**src/hdl/timer_prescaler_reload_calc_macros.svh**
```systemverilog
// ----------------------------------------------------------------------------
// Timer prescaler reload calculator assertion macros
// Small wrappers around concurrent assertions clocked by clk and disabled
// while rst_n is low. They expand to nothing when SYNTHESIS is defined.
// ----------------------------------------------------------------------------
`ifndef TIMER_PRESCALER_RELOAD_CALC_MACROS_SVH
`define TIMER_PRESCALER_RELOAD_CALC_MACROS_SVH

`ifndef SYNTHESIS

// Same-cycle implication.
`define TPRC_ASSERT_SAME(label, ante, cons) \
  label: assert property (@(posedge clk) disable iff (!rst_n) (ante) |-> (cons)) \
    else $error("timer prescaler reload calc: assertion failed");

// Next-cycle implication.
`define TPRC_ASSERT_NEXT(label, ante, cons) \
  label: assert property (@(posedge clk) disable iff (!rst_n) (ante) |=> (cons)) \
    else $error("timer prescaler reload calc: assertion failed");

`else

`define TPRC_ASSERT_SAME(label, ante, cons)
`define TPRC_ASSERT_NEXT(label, ante, cons)

`endif

`endif

```
**src/hdl/tprc_pkg.sv**
```systemverilog
// ----------------------------------------------------------------------------
// Timer prescaler reload calculator package
// Field widths, control byte constants, status codes and sequencer states.
// ----------------------------------------------------------------------------
package tprc_pkg;

  localparam int unsigned LINES_W   = 8;
  localparam int unsigned REFRESH_W = 10;
  localparam int unsigned RATE_W    = LINES_W + REFRESH_W;
  localparam int unsigned CLK_W     = 32;
  localparam int unsigned CNT_W     = $clog2(CLK_W);

  localparam logic [CLK_W-1:0] CLK_RESET  = 32'd2000000;
  localparam logic [CLK_W-1:0] TICK_LIMIT = 32'h0001_0000;
  localparam logic [7:0]       CTL_ENABLE = 8'h80;
  localparam logic [2:0]       PS_MAX     = 3'b111;

  localparam logic [1:0] ST_OK       = 2'd0;
  localparam logic [1:0] ST_ZERO     = 2'd1;
  localparam logic [1:0] ST_TOO_LOW  = 2'd2;
  localparam logic [1:0] ST_TOO_HIGH = 2'd3;

  typedef enum logic [4:0] {
    S_IDLE = 5'b00001,
    S_MUL  = 5'b00010,
    S_DIV  = 5'b00100,
    S_NORM = 5'b01000,
    S_FIN  = 5'b10000
  } state_t;

endpackage

```
**src/hdl/timer_prescaler_reload_calc.sv**
```systemverilog
// ----------------------------------------------------------------------------
// Timer prescaler and reload calculator
// For one display mode, works out the 16-bit timer preload and prescaler
// setting that give one timer overflow per scanline.
// ----------------------------------------------------------------------------
// Usage:
// A mode word enters on the in_ channel (scan line count and refresh rate).
// The block forms the line rate as lines times refresh, divides the timer
// clock held in the configuration register by it to get ticks per line, then
// halves the ticks and steps the prescaler until they are at most 65536. One
// result word leaves on the out_ channel: preload bytes and control byte in
// out_tdata, status code in out_tuser.
// The word is taken in S_IDLE, lines times refresh is formed in S_MUL, the
// restoring division runs in S_DIV (one quotient bit per cycle through the
// subtractor), S_NORM normalizes and S_FIN loads the output register. A zero
// field skips the arithmetic and goes straight from S_IDLE to S_FIN.
// Only one word is in work at a time, so in_tready is high only when idle.
// The output register lets the next word be taken while a result still
// waits; if the receiver stalls, the finished result holds in the sequencer
// until the output register frees up. The configuration channel is always
// ready and should only be written while the block is idle.
// Reset (rst_n low, synchronous) empties the output and sets the timer clock
// to 2 MHz.
// ----------------------------------------------------------------------------
`include "timer_prescaler_reload_calc_macros.svh"

module timer_prescaler_reload_calc (
  input  logic        clk,
  input  logic        rst_n,
  // Configuration write channel: timer clock frequency in hertz.
  input  logic        cfg_valid,
  output logic        cfg_ready,
  input  logic [31:0] cfg_data,
  // Input words.
  input  logic        in_tvalid,
  output logic        in_tready,
  input  logic [23:0] in_tdata,   // [7:0] scan_lines, [17:8] refresh_hz, rest zero
  // Result words.
  output logic        out_tvalid,
  input  logic        out_tready,
  output logic [23:0] out_tdata,  // [7:0] preload_high, [15:8] preload_low,
                                  // [23:16] control_byte
  output logic [1:0]  out_tuser   // [1:0] status
);

  tprc_pkg::state_t state_r, state_nxt;

  logic [tprc_pkg::CLK_W-1:0]     clk_hz_r;
  logic [tprc_pkg::LINES_W-1:0]   lines_r, lines_nxt;
  logic [tprc_pkg::REFRESH_W-1:0] refresh_r, refresh_nxt;
  logic [tprc_pkg::RATE_W-1:0]    div_r, div_nxt;
  logic [tprc_pkg::RATE_W-1:0]    rem_r, rem_nxt;
  logic [tprc_pkg::CLK_W-1:0]     q_r, q_nxt;
  logic [tprc_pkg::CNT_W-1:0]     cnt_r, cnt_nxt;
  logic                           bypass_r, bypass_nxt;
  logic [2:0]                     ps_r, ps_nxt;
  logic [23:0]                    res_data_r, res_data_nxt;
  logic [1:0]                     res_st_r, res_st_nxt;
  logic                           out_valid_r, out_valid_nxt;
  logic [23:0]                    out_data_r, out_data_nxt;
  logic [1:0]                     out_user_r, out_user_nxt;

  logic                           in_fire;
  logic                           out_free;
  logic [tprc_pkg::RATE_W+1:0]    trial;
  logic                           borrow;
  logic                           ticks_big;
  logic [15:0]                    preload;
  logic [7:0]                     ctl_byte;

  assign cfg_ready  = 1'b1;
  assign in_tready  = (state_r == tprc_pkg::S_IDLE);
  assign in_fire    = in_tvalid && in_tready;
  assign out_free   = !out_valid_r || out_tready;
  assign out_tvalid = out_valid_r;
  assign out_tdata  = out_data_r;
  assign out_tuser  = out_user_r;

  // The subtractor: one restoring division step per cycle.
  assign trial  = {1'b0, rem_r, q_r[tprc_pkg::CLK_W-1]} - {2'b00, div_r};
  assign borrow = trial[tprc_pkg::RATE_W+1];

  assign ticks_big = (q_r > tprc_pkg::TICK_LIMIT);
  assign preload   = 16'(tprc_pkg::TICK_LIMIT - q_r);
  assign ctl_byte  = tprc_pkg::CTL_ENABLE | {4'h0, bypass_r, ps_r};

  always_comb begin
    state_nxt     = state_r;
    lines_nxt     = lines_r;
    refresh_nxt   = refresh_r;
    div_nxt       = div_r;
    rem_nxt       = rem_r;
    q_nxt         = q_r;
    cnt_nxt       = cnt_r;
    bypass_nxt    = bypass_r;
    ps_nxt        = ps_r;
    res_data_nxt  = res_data_r;
    res_st_nxt    = res_st_r;
    out_valid_nxt = out_valid_r && !out_tready;
    out_data_nxt  = out_data_r;
    out_user_nxt  = out_user_r;

    unique case (state_r)
      tprc_pkg::S_IDLE: begin
        if (in_fire) begin
          lines_nxt   = in_tdata[tprc_pkg::LINES_W-1:0];
          refresh_nxt = in_tdata[tprc_pkg::LINES_W +: tprc_pkg::REFRESH_W];
          if (in_tdata[tprc_pkg::LINES_W-1:0] == '0 ||
              in_tdata[tprc_pkg::LINES_W +: tprc_pkg::REFRESH_W] == '0) begin
            res_data_nxt = '0;
            res_st_nxt   = tprc_pkg::ST_ZERO;
            state_nxt    = tprc_pkg::S_FIN;
          end else begin
            state_nxt = tprc_pkg::S_MUL;
          end
        end
      end
      tprc_pkg::S_MUL: begin
        div_nxt    = lines_r * refresh_r;
        rem_nxt    = '0;
        q_nxt      = clk_hz_r;
        cnt_nxt    = '0;
        bypass_nxt = 1'b1;
        ps_nxt     = '0;
        state_nxt  = tprc_pkg::S_DIV;
      end
      tprc_pkg::S_DIV: begin
        // Dividend bits shift out of the top of q_r as quotient bits enter.
        rem_nxt = borrow ? {rem_r[tprc_pkg::RATE_W-2:0], q_r[tprc_pkg::CLK_W-1]}
                         : trial[tprc_pkg::RATE_W-1:0];
        q_nxt   = {q_r[tprc_pkg::CLK_W-2:0], !borrow};
        cnt_nxt = cnt_r + 1'b1;
        if (cnt_r == tprc_pkg::CNT_W'(tprc_pkg::CLK_W - 1)) begin
          state_nxt = tprc_pkg::S_NORM;
        end
      end
      tprc_pkg::S_NORM: begin
        if (ticks_big) begin
          if (ps_r == tprc_pkg::PS_MAX) begin
            res_data_nxt = '0;
            res_st_nxt   = tprc_pkg::ST_TOO_LOW;
            state_nxt    = tprc_pkg::S_FIN;
          end else begin
            q_nxt = {1'b0, q_r[tprc_pkg::CLK_W-1:1]};
            if (bypass_r) begin
              bypass_nxt = 1'b0;
            end else begin
              ps_nxt = ps_r + 1'b1;
            end
          end
        end else if (q_r == '0) begin
          res_data_nxt = '0;
          res_st_nxt   = tprc_pkg::ST_TOO_HIGH;
          state_nxt    = tprc_pkg::S_FIN;
        end else begin
          res_data_nxt = {ctl_byte, preload[7:0], preload[15:8]};
          res_st_nxt   = tprc_pkg::ST_OK;
          state_nxt    = tprc_pkg::S_FIN;
        end
      end
      tprc_pkg::S_FIN: begin
        if (out_free) begin
          out_valid_nxt = 1'b1;
          out_data_nxt  = res_data_r;
          out_user_nxt  = res_st_r;
          state_nxt     = tprc_pkg::S_IDLE;
        end
      end
      default: begin
        state_nxt = tprc_pkg::S_IDLE;
      end
    endcase
  end

  always_ff @(posedge clk) begin
    if (!rst_n) begin
      state_r     <= tprc_pkg::S_IDLE;
      out_valid_r <= 1'b0;
      clk_hz_r    <= tprc_pkg::CLK_RESET;
    end else begin
      state_r     <= state_nxt;
      out_valid_r <= out_valid_nxt;
      if (cfg_valid && cfg_ready) begin
        clk_hz_r <= cfg_data;
      end
    end
  end

  always_ff @(posedge clk) begin
    lines_r    <= lines_nxt;
    refresh_r  <= refresh_nxt;
    div_r      <= div_nxt;
    rem_r      <= rem_nxt;
    q_r        <= q_nxt;
    cnt_r      <= cnt_nxt;
    bypass_r   <= bypass_nxt;
    ps_r       <= ps_nxt;
    res_data_r <= res_data_nxt;
    res_st_r   <= res_st_nxt;
    out_data_r <= out_data_nxt;
    out_user_r <= out_user_nxt;
  end

  // A taken word keeps the block busy for at least the next cycle.
  `TPRC_ASSERT_NEXT(a_busy_after_take, in_fire, !in_tready)
  // Any error status carries all-zero bytes.
  `TPRC_ASSERT_SAME(a_err_zero, out_valid_r && out_user_r != tprc_pkg::ST_OK, out_data_r == '0)
  // A good result always has the enable bit set and bits 6..4 clear.
  `TPRC_ASSERT_SAME(a_ok_ctl, out_valid_r && out_user_r == tprc_pkg::ST_OK, out_data_r[23:20] == 4'h8)
  // The division runs only with a nonzero divisor.
  `TPRC_ASSERT_SAME(a_div_nonzero, state_r == tprc_pkg::S_DIV, div_r != '0)

endmodule

```
**config.mk**
```make
export PLATFORM = sky130hd
export DESIGN_NAME = timer_prescaler_reload_calc
export DESIGN_NICKNAME = d
export VERILOG_FILES = /design/src/hdl/tprc_pkg.sv /design/src/hdl/timer_prescaler_reload_calc.sv
export VERILOG_INCLUDE_DIRS = /design/src /design/src/hdl
export SDC_FILE = /design/constraint.sdc
export NUM_CORES = 1
export LEC_CHECK = 0
export ABC_AREA = 1
export CELL_PAD_IN_SITES_DETAIL_PLACEMENT = 1
export CELL_PAD_IN_SITES_GLOBAL_PLACEMENT = 1
export CORE_ASPECT_RATIO = 1.4
export CORE_MARGIN = 2
export CORE_UTILIZATION = 25
export DETAILED_ROUTE_END_ITERATION = 7
export DONT_BUFFER_PORTS = 1
export GPL_ROUTABILITY_DRIVEN = 0
export MAX_ROUTING_LAYER = met4
export PLACE_DENSITY = 0.5
export SYNTH_ARGS = -nofsm -noshare
export SYNTH_HDL_FRONTEND = slang
export SYNTH_SLANG_ARGS = --single-unit
```
**constraint.sdc**
```tcl
create_clock -name clk -period 4.4 [get_ports clk]
set_input_delay 0.66 -clock clk [delete_from_list [all_inputs] [get_ports clk]]
set_output_delay 0.66 -clock clk [all_outputs]
set_load 0.005 [all_outputs]
```
# Word level (Yosys, flattened, before mapping)
# Cells that the tools add are included.
[classes] n_eq_ne=15 n_mux=34 multipliers=1 n_addsub=4 magnitude_cmp=1 reduce_logical=21
[op_table] op="$mux 24" count=5
[op_table] op="$pmux 32 s3" count=1
[op_table] op="$mux 32" count=2
[op_table] op="$pmux 24 s2" count=1
[op_table] op="$pmux 18 s2" count=1
[op_table] op="$gt 32x17->1 const B" count=1
[op_table] op="$logic_not 32->1" count=1
[op_table] op="$mux 5" count=6
[op_table] op="$pmux 5 s5" count=1
[op_table] op="$sub 19x18->20" count=1
[op_table] op="$mul 8x10->18" count=1
[op_table] op="$mux 18" count=1
[op_table] op="$sub 1x16->16 const A" count=1
[op_table] op="$reduce_and 4->1" count=3
[op_table] op="$eq 5x5->1 const B" count=2
[op_table] op="$logic_not 10->1" count=1
[op_table] op="$mux 2" count=5
[op_table] op="$ne 2x2->1 const B" count=5
[op_table] op="$pmux 5 s2" count=1
[op_table] op="$mux 3" count=3
[op_table] op="$logic_not 8->1" count=1
[op_table] op="$pmux 3 s2" count=1
[op_table] op="$reduce_and 3->1" count=2
[op_table] op="$reduce_bool 2->1" count=3
[op_table] op="other kinds (17)" count=26
[word_totals] word_cells=91 reg_bits=185 inputBits=61 out_inout_bits=29

# Longest topological paths before layout
[depth] word_depth=5 depth_mapped=20 mapped_depth_nobuf=19

# Worst setup path before layout
# OpenSTA, ideal clock, no wires.
[synth_path] path_type="register -> register" from="register lines_r[7] in the netlist's numbering" to="register div_r[12] in the netlist's numbering (data pin)" t_arrival_ns=3.935 path_stages_with_launch=16 slack_ns=0.213 n_path_buf=1 setup_ns=0.252 synth_period_minus_slack_ns=4.187 cell_sequence="edfxtp_1 -> clkbuf_1 -> nand2_1 -> fa_1 -> fa_1 -> fa_1 -> fa_1 -> inv_1 -> ha_1 -> a21oi_1 -> a21boi_0 -> o21ai_0 -> nand2_1 -> nand2_1 -> nand2_1 -> nand2_1"
[synth_via] elab_chain_len=1
[synth_lines] item="start, declared" line_no="timer_prescaler_reload_calc.sv:49" text="logic [tprc_pkg::LINES_W-1:0] lines_r, lines_nxt;"
[synth_lines] item="start signal, assigned" line_no="timer_prescaler_reload_calc.sv:190" text="lines_r <= lines_nxt;"
[synth_lines] item="$mul 8x10->18" line_no="timer_prescaler_reload_calc.sv:119" text="div_nxt = lines_r * refresh_r;"
[synth_lines] item="end signal, assigned" line_no="timer_prescaler_reload_calc.sv:192" text="div_r <= div_nxt;"
[synth_lines] item="end, declared" line_no="timer_prescaler_reload_calc.sv:51" text="logic [tprc_pkg::RATE_W-1:0] div_r, div_nxt;"
# No other way between the ends.
# A chain may end at the register's enable or synchronous reset.

# Worst setup path in the final report
[layout_path] from="register lines_r[3] in the netlist's numbering" to="register div_r[17] in the netlist's numbering (data pin)"
# Same word-level chain as after synthesis.

==> metrics.yaml <==
status: "complete, no violations"
synth_compound_area_share_pct: 6.463
drcViolationCount: 0
root_buffer: "clkbuf_16"
final_nets: 1471
cts-htree-levels: 4
vias: 8120
ys_seq_elements: 179
slew_headroom_pct: 29.45
worstMarginPinSlew_ps: 1057
grt_most_used_layer: "met2"
cts_buffers: 17
crit_fanout: 4
core_area_um2: 44780
required_ps: 4610
path_clk_slew_ps: 70
grt_pass1_vias: 8559
hp-class: "primary input to flop"
final.fill_count: 5182
synthAdderAreaFrac_pct: 15.51
yosys.area_share.simple_pct: 20.12
hold_violations: 0
grt.total_usage_pct: 12.21
routedWlPerCell_um: 14.33
syn_avg_cell_area_um2: 8.739
grtUsageMet2_pct: 23.18
start_util_pct: 25.12
yosysUniqueCellTypes: 42
fin_skew_ps: 14.81
dpl.hpwl_um: 20870
drt-pass1-iter-count: 4
grt_max_degree: 41
gr-usage-met1_pct: 12.58
antenna_found_initial: 0
clock_latency_ps: 460
grt_overflow: 0
clockBufferDepth: 2
grt_pass1_wl_um: 43280
area_growth_pct: 13.47
cts.sinks: 179
synth_cells: 1287
port_buffers: 0
synth_common_cells: "nand2_1, inv_1, nor2_1"
worst_setup_path_start_kind: "flop"
drive_gt1_share_pct: 10.59
met3_usage_pct: 1.921
synth.area.top_cells: "edfxtp_1, nand2_1, fa_1, inv_1, ha_1"
finalCritPeriodShare_pct: 96.50
cap_violations: 0
fin_hold_ws_ps: 292.7
synth_edf_count: 141
ys_dominant_reg_cell: "edfxtp_1"
synthMuxAreaShare_pct: 0
synth_top_area_share_pct: 37.65
num_antenna_cells: 0
finalSetupTns_ps: 0
finalSetupViolCount: 0
cts_hold_buf: 0
vias_per_cell: 4.326
syn-cell-area_um2: 11250
crit_type: "flop to flop"
io_pins: 90
drv_slew: 0
tritoncts: "yes"
drtIter0Drc: 263
ys_warn_count: 0
cp-end-kind: "flop"
seqCellArea_um2: 4995
yosys.area.top_type: "edfxtp_1"
async_flop_share_pct: 0
dieArea_um2: 46720
ant_nets: 0
synth.most_common_cell: "nand2_1"
post-route-min-period_ps: 4246
die_x_um: 183.3
die_h_um: 255.0
rows: 92
drt-total-wl_um: 26900
seq_area_frac_synth_pct: 44.41
synth-xor-area-share_pct: 2.803
synth_top_family_by_area: "simple AND/OR/NAND/NOR gates"
multi_input_area_um2: 5200
fmax_ghz: 0.2355
arrival_ps: 4450
## layout make-up
type                            count  area share, %
Clock buffer                       17          3.333
Clock inverter                     15          1.275
Inverter                          254          7.480
Multi-Input combinational cell    806          40.75
Sequential cell                   179          39.14
Tap cell                          564          5.529
Timing Repair Buffer               42          2.500
## flip-flops by register name (all words and copies together), names as in the netlist
signal	flops
bypass_r	1
clk_hz_r	32
cnt_r	5
div_r	18
lines_r	8
out_tdata	21
out_tuser	2
out_tvalid	1
ps_r	3
q_r	32
refresh_r	10
rem_r	18
res_data_r	21
res_st_r	2
state_r	5
## layout by cell type (no fill, tap or decap), types with 2 or more instances in the layout
master / instances
inv_8: 6
xor2_1: 25
nor3_4: 2
nand3_1: 45
o221ai_1: 30
o21ai_2: 2
nor2_1: 142
a21oi_1: 25
edfxtp_1: 141
inv_1: 245
clkinv_8: 3
buf_4: 41
ha_1: 56
clkbuf_16: 17
o21ai_0: 38
ha_4: 4
nor2_4: 3
a21oi_2: 9
fa_1: 49
clkinv_2: 2
inv_6: 2
nand4_1: 11
conb_1: 4
dfxtp_1: 38
clkinv_4: 2
inv_2: 8
o21ai_1: 3
nor3_1: 7
nand3_2: 5
or2_2: 2
o21bai_1: 4
xnor2_1: 11
nor4_1: 3
nor2_2: 20
a21o_1: 2
nand2_1: 290
nand2_2: 4
## through the flow
step / util, % / std cells / worst slack (ps) / area [µm²]
floorplan: - / 1289 / 213.1 / 11250
global placement: 26.77 / 1837 / -65.93 / 11990
detailed placement: 26.77 / 1837 / -159.2 / 11990
CTS: 28.13 / 1871 / 8.140 / 12600
global route: 28.50 / 1877 / -10.77 / 12760
finish: 28.50 / 1877 / 154.1 / 12760
## cells by family after synthesis
group | Yosys count
xor+xnor | 36
buf+inv | 304
other cells | 2
simple gates | 539
flops | 179
compound gates | 117
fa+ha+maj | 110
## repair_timing
action | CTS | global route
pin swaps | 0 | 3
gates resized for setup | 3 | 24
setup buffers | 2 | 6
endpoints found under the setup margin | 5 | 7
## worst paths after layout
| kind | startpoint | endpoint | slack (ps) | cells after the start |
|---|---|---|---|---|
| worst max-delay path | lines_r[3] | div_r[17] | 150 | 16 |
| worst min-delay path | in_tdata[8] | refresh_r[0] | 290 | 0 |
| worst max register to register | lines_r[3] | div_r[17] | 150 | 16 |
| worst min register to register | res_st_r[0] | out_tuser[0] | 420 | 0 |
## critical path, stage by stage, from the launching register on
cell      delay [ps]
edfxtp_1         500
buf_6            180
nand2_1           50
inv_1             60
fa_1             480
fa_1             530
fa_1             550
inv_1             50
fa_1             520
inv_1             60
ha_4             290
nand2_1           80
nor2_2           120
nand3_1          150
nand3_4          150
a21oi_2           70
xor2_1           140
## routing by layer
| layer | up-vias | share of wire, % | routed length, µm |
|---|---|---|---|
| met1 | 3913 | 41 | 11020 |
| met3 | 29 | 2.2 | 590 |
| met4 | 0 | 2.1 | 555 |
| li1 | 4082 | - | - |
| met5 | - | 0 | 0 |
| met2 | 96 | 55 | 14740 |
Power is not shown: default switching activity piles up to over one toggle a cycle in this logic, so the estimate is an artifact.
